===== config.mk =====
export PLATFORM = sky130hd
export DESIGN_NAME = pmfb_ctrl
export DESIGN_NICKNAME = d
export VERILOG_FILES = /design/src/hdl/pmfb_pkg.sv /design/src/hdl/pmfb_ctrl.sv
export SDC_FILE = /design/constraint.sdc
export NUM_CORES = 1
export LEC_CHECK = 0
export ABC_AREA = 1
export BUFFER_PORTS_ARGS = -buffer_cell sky130_fd_sc_hd__buf_4
export CAP_MARGIN = 40
export CELL_PAD_IN_SITES_DETAIL_PLACEMENT = 0
export CELL_PAD_IN_SITES_GLOBAL_PLACEMENT = 1
export CORE_AREA = 2 2 39 41
export DETAILED_ROUTE_END_ITERATION = 6
export DIE_AREA = 0 0 41 43
export GPL_TIMING_DRIVEN = 0
export PLACE_DENSITY = 0.67
export SYNTH_ARGS = -nofsm -noshare
export SYNTH_HDL_FRONTEND = slang
export SYNTH_SLANG_ARGS = --single-unit
export TNS_END_PERCENT = 30

===== constraint.sdc =====
create_clock -name clock -period 1.65 [get_ports clock]
set_input_delay 0.2475 -clock clock [delete_from_list [all_inputs] [get_ports clock]]
set_output_delay 0.2475 -clock clock [all_outputs]
set_load 0.02 [all_outputs]

===== src/hdl/pmfb_pkg.sv =====
// ============================================================================
// pmfb_pkg
// Shared types, op codes and sizes for the paged monochrome frame buffer.
// ============================================================================
package pmfb_pkg;

   // Default screen size
   localparam int DEF_SCREEN_WIDTH  = 84;
   localparam int DEF_SCREEN_HEIGHT = 48;

   // Page geometry: eight vertically stacked pixels per store byte
   localparam int PAGE_ROWS    = 8;
   localparam int BIT_W        = $clog2(PAGE_ROWS);
   localparam int BYTE_INDEX_W = 9;

   // Fill patterns
   localparam logic [7:0] FILL_ONES  = 8'hFF;
   localparam logic [7:0] FILL_ZEROS = 8'h00;

   // Op codes
   localparam logic [2:0] OP_WRITE  = 3'd0;
   localparam logic [2:0] OP_TOGGLE = 3'd1;
   localparam logic [2:0] OP_READ   = 3'd2;
   localparam logic [2:0] OP_FILL   = 3'd3;
   localparam logic [2:0] OP_BYTE   = 3'd4;

   typedef struct packed {
      logic [2:0]              op;
      logic [7:0]              pos_x;
      logic [7:0]              pos_y;
      logic                    color;
      logic [BYTE_INDEX_W-1:0] byte_index;
   } req_type;

   typedef struct packed {
      logic       pixel_value;
      logic [7:0] store_byte;
      logic       out_of_range;
   } rsp_type;

   // Controller to datapath commands
   typedef struct packed {
      logic load;    // capture the accepted item and read its byte
      logic sweep;   // write one byte of a store-wide sweep
      logic clear;   // sweep writes zero (post-reset clear)
      logic finish;  // write back the modified byte and load the result
   } cmd_type;

   // Datapath to controller status
   typedef struct packed {
      logic req_fill;    // incoming item is a fill
      logic sweep_last;  // sweep is at the last store byte
   } sts_type;

endpackage


===== src/hdl/pmfb_ctrl.sv =====
// ============================================================================
// pmfb_ctrl
// Sequencer: post-reset clear, item accept, fill sweep and result handoff.
// ============================================================================
module pmfb_ctrl (
   input  logic              clock,
   input  logic              reset,
   input  logic              req_valid,
   output logic              req_stall,
   output logic              rsp_valid,
   input  logic              rsp_stall,
   input  pmfb_pkg::sts_type sts,
   output pmfb_pkg::cmd_type cmd
);
   import pmfb_pkg::*;

   localparam logic [1:0] ST_CLEAR  = 2'd0;
   localparam logic [1:0] ST_IDLE   = 2'd1;
   localparam logic [1:0] ST_FILL   = 2'd2;
   localparam logic [1:0] ST_MODIFY = 2'd3;

   logic [1:0] state_ff, state_in;
   logic       rsp_valid_ff, rsp_valid_in;
   logic       out_free;

   // Output register can take a result when empty or being drained
   assign out_free = !rsp_valid_ff || !rsp_stall;

   always_comb begin
      state_in   = state_ff;
      cmd        = '0;
      req_stall  = 1'b1;
      unique case (state_ff)
         ST_CLEAR: begin
            cmd.sweep = 1'b1;
            cmd.clear = 1'b1;
            if (sts.sweep_last) begin
               state_in = ST_IDLE;
            end
         end
         ST_IDLE: begin
            req_stall = 1'b0;
            if (req_valid) begin
               cmd.load = 1'b1;
               state_in = sts.req_fill ? ST_FILL : ST_MODIFY;
            end
         end
         ST_FILL: begin
            cmd.sweep = 1'b1;
            if (sts.sweep_last) begin
               state_in = ST_MODIFY;
            end
         end
         ST_MODIFY: begin
            if (out_free) begin
               cmd.finish = 1'b1;
               state_in   = ST_IDLE;
            end
         end
         default: begin
            state_in = ST_CLEAR;
         end
      endcase
   end

   // Hold the result valid until transferred
   always_comb begin
      rsp_valid_in = rsp_valid_ff;
      if (cmd.finish) begin
         rsp_valid_in = 1'b1;
      end else if (!rsp_stall) begin
         rsp_valid_in = 1'b0;
      end
   end

   assign rsp_valid = rsp_valid_ff;

   always_ff @(posedge clock) begin
      if (reset) begin
         state_ff     <= ST_CLEAR;
         rsp_valid_ff <= 1'b0;
      end else begin
         state_ff     <= state_in;
         rsp_valid_ff <= rsp_valid_in;
      end
   end

`ifndef SYNTHESIS
   a_finish_not_overwrite: assert property (@(posedge clock) disable iff (reset)
      cmd.finish |-> (!rsp_valid_ff || !rsp_stall))
      else $error("result loaded over a held result");

   a_finish_shows_result: assert property (@(posedge clock) disable iff (reset)
      cmd.finish |=> rsp_valid_ff)
      else $error("finished item did not raise rsp_valid");

   a_no_sweep_on_accept: assert property (@(posedge clock) disable iff (reset)
      cmd.load |-> (!cmd.sweep && !cmd.finish))
      else $error("accept overlaps a sweep or write-back");

   a_clear_blocks_input: assert property (@(posedge clock) disable iff (reset)
      (state_ff == ST_CLEAR) |-> (req_stall && !rsp_valid_ff))
      else $error("activity during post-reset clear");
`endif

endmodule


==> results by group <==
Run status
  • Status: completed

Power and ir drop
  • Pwr/cell area: 1690 nW/µm²
  • Sequential power share: 0.188
  • Logic pwr share: 0.620
  • Power Internal: 364 µW
  • Switching portion of total power: 0.449
  • Lkg Pwr: roughly 0.00023 µW
  • Peak supply drop: 0.291 mV
  • Clk pwr share: 0.191
  • P_sw: 296 µW

Clock tree
  • CTS Sinks: 3
  • Insertion delay to the later sink of the worst-skew pair: 0.23 ns
  • Clock buffer depth: 2
  • Post-CTS sizing: 0
  • CTS H-tree lvls: 1
  • Cts hold-fix bufs: 0
  • Clock root buffer: clkbuf_4
  • CTS tree: yes
  • Post-CTS Setup Inserts: 0
  • Worst-path clk slew: roughly 0.03 ns
  • CTS Buf Count: 3

Setup path
  • CP Cell Sequence: inv_1 -> ha_1 -> nor2_2 -> inv_1 -> buf_4
  • Worst EP arrival: 1.25 ns
  • Crit path largest cell delay: around 0.4 ns
  • Kind of critical path: reg2out
  • FF-to-FF path depth: 8
  • CP Depth: 5
  • Critical-path top delay cell: dfxtp_1
  • Required @ worst endpoint: ~1.4 ns
  • CP Buf/Inv Count: 3
  • CP top delay family: flip-flops
  • Startpoint types: flop
  • Cell repeated most along the worst path: inv_1
  • Crit path capture type: output port
  • Worst-path fanout max: 5

Yosys
  • Yosys cell types: 10
  • YS warnings: 0
  • Synth Cell Area: between 200 and 300 µm²
  • Synth top area share: 0.238
  • Post-synthesis sequential area ratio: 0.229
  • Syn nets: 51
  • Top area cells in the synthesized netlist: ha_1, dfxtp_1, inv_1
  • Most area-hungry cell type in the Yosys netlist: ha_1
  • Syn avg cell area: 6.57 µm²
  • Syn Inst Count: 40
  • #FFs+latches synth: 3

Global routing
  • Pin count of the biggest net entering global routing: 6
  • Congestion Overflow GR: 0
  • Gr usage total: 0.0721
  • First-pass GRT wire length: 807 µm
  • Vias in the first global route: 237
  • Initial antenna violation count: 0

STA
  • Setup violators final: 0
  • Worst setup margin: 0.155 ns
  • Fin. max-slew vios: 0
  • RSZ-0062 raised after global routing: false
  • Max Clock Freq: 0.669 GHz
  • Setup Skew: 0.000536 ns
  • Period Utilization, post-route: 0.906
  • Slew margin rel.: 0.880
  • Final Critical Period: around 1.5 ns
  • Setup TNS: 0 ns
  • Hold WS: 0.180 ns
  • Fin. Hold Viols: 0
  • Slew @ Worst Pin: 0.179 ns

Final layout
  • Final nets: 67
  • Cell area after layout: 392 µm²
  • Register area: approximately 60 µm²
  • Multi-input gate area: 158 µm²
  • Layout overhead on the synthesized area: 49.0%
  • N_diodes: 0
  • Fillers: 160
  • Fin cells: just over 70
  • Layout cells sized above 1: 0.327

Placement
  • Post-place setup slack: about 0.37 ns
  • Placed Cells: 67
  • Port bufs: 11
  • Final HPWL DP: just over 400 µm
  • RD Place Congestion: 0.690
  • Cell Area, Placed: 365 µm²

Die
  • Die X: a little over 40 µm
  • Initial core utilization: 0.190
  • Die area: about 1800 µm²
  • Num ports: 12
  • Core area: 1380 µm²
  • Cell Rows: 14
  • Die H: between 40 and 50 µm

Route
  • Met1 WL: between 150 and 200 µm
  • DRT antenna net count: 0
  • DR vias: 269
  • WL per Instance: 6.54 µm
  • 1st-iter DRT viols: 2
  • Uppermost layer routed: met3
  • DRC: 0
  • Drt total wl: 464 µm
  • Met3 WL post-DR: 35 µm
  • Met2 Wirelength: 240 µm
  • Detailed Routing Iterations Pass 1: 3
  • Via density: 3.79

Flow run
  • Max-cap violations: 0

Hold path
  • Hold Path Class: in2reg
  • Worst Hold Path Cells: 2
[placed cells by master, fill, tap and decap left out]
cell type	instances
a21oi_1	2
nor2_2	2
clkbuf_4	3
dfxtp_1	3
buf_4	12
nand2_1	9
ha_1	5
nor2_1	6
clkbuf_1	1
nand3_1	1
nor2_4	1
inv_1	10
[power by group through the flow]
stage | clock network, µW | logic [µW] | registers (µW)
after floorplan | 0 | 287 | 125
after global placement | 0 | 413 | 126
after detailed placement | 0 | 415 | 127
after CTS | 133 | 417 | 125
after global routing | 143 | 456 | 129
final | 126 | 409 | 124
[registers in the layout, indices dropped and copies added, names as in the netlist]
name and cells:
state_ff 2, rsp_valid 1
[routing by layer]
layer / global-route usage / vias up
met1: 0.0575 / 117
met4: 0.0600 / 0
li1: - / 145
met2: 0.113 / 7
met3: 0.0471 / 0
met5: 0 / -
[final cells by class]
type | count | share of cell area
inverter | 10 | 0.0958
clock buffer | 4 | 0.0671
tap | 16 | 0.0511
sequential | 3 | 0.153
multi-input combinational | 26 | 0.403
timing repair buffer | 11 | 0.211
buffer | 1 | 0.0192
[path summary, 6_finish.rpt]
path | from | endpoint | slack (ns)
setup reg to reg | state_ff[1] | state_ff[1] | 0.38
hold reg to reg | rsp_valid | rsp_valid | 0.48
hold / removal | reset | rsp_valid | 0.18
setup / recovery | state_ff[1] | cmd[2] | 0.16
[cell families after synthesis]
| group | synth area share |
|---|---|
| buf+inv | 0.171 |
| compound gates | 0.0381 |
| simple gates | 0.324 |
| flops | 0.229 |
| fa+ha+maj | 0.238 |
[cell usage after synthesis (all sizes together)]
| cell | instances |
|---|---|
| inv | 10 |
| buf | 1 |
| a21oi | 2 |
| nor2 | 9 |
| nand3 | 1 |
| ha | 5 |
| nand2 | 9 |
| dfxtp | 3 |
[stage by stage]
step                      utilization  total power, µW
after floorplan                     -              411
after global routing            0.283              728
after global placement          0.264              539
after detailed placement        0.264              542
after CTS                       0.283              675
final                           0.283              660
No activity file was read; power rests on OpenSTA's default activity.
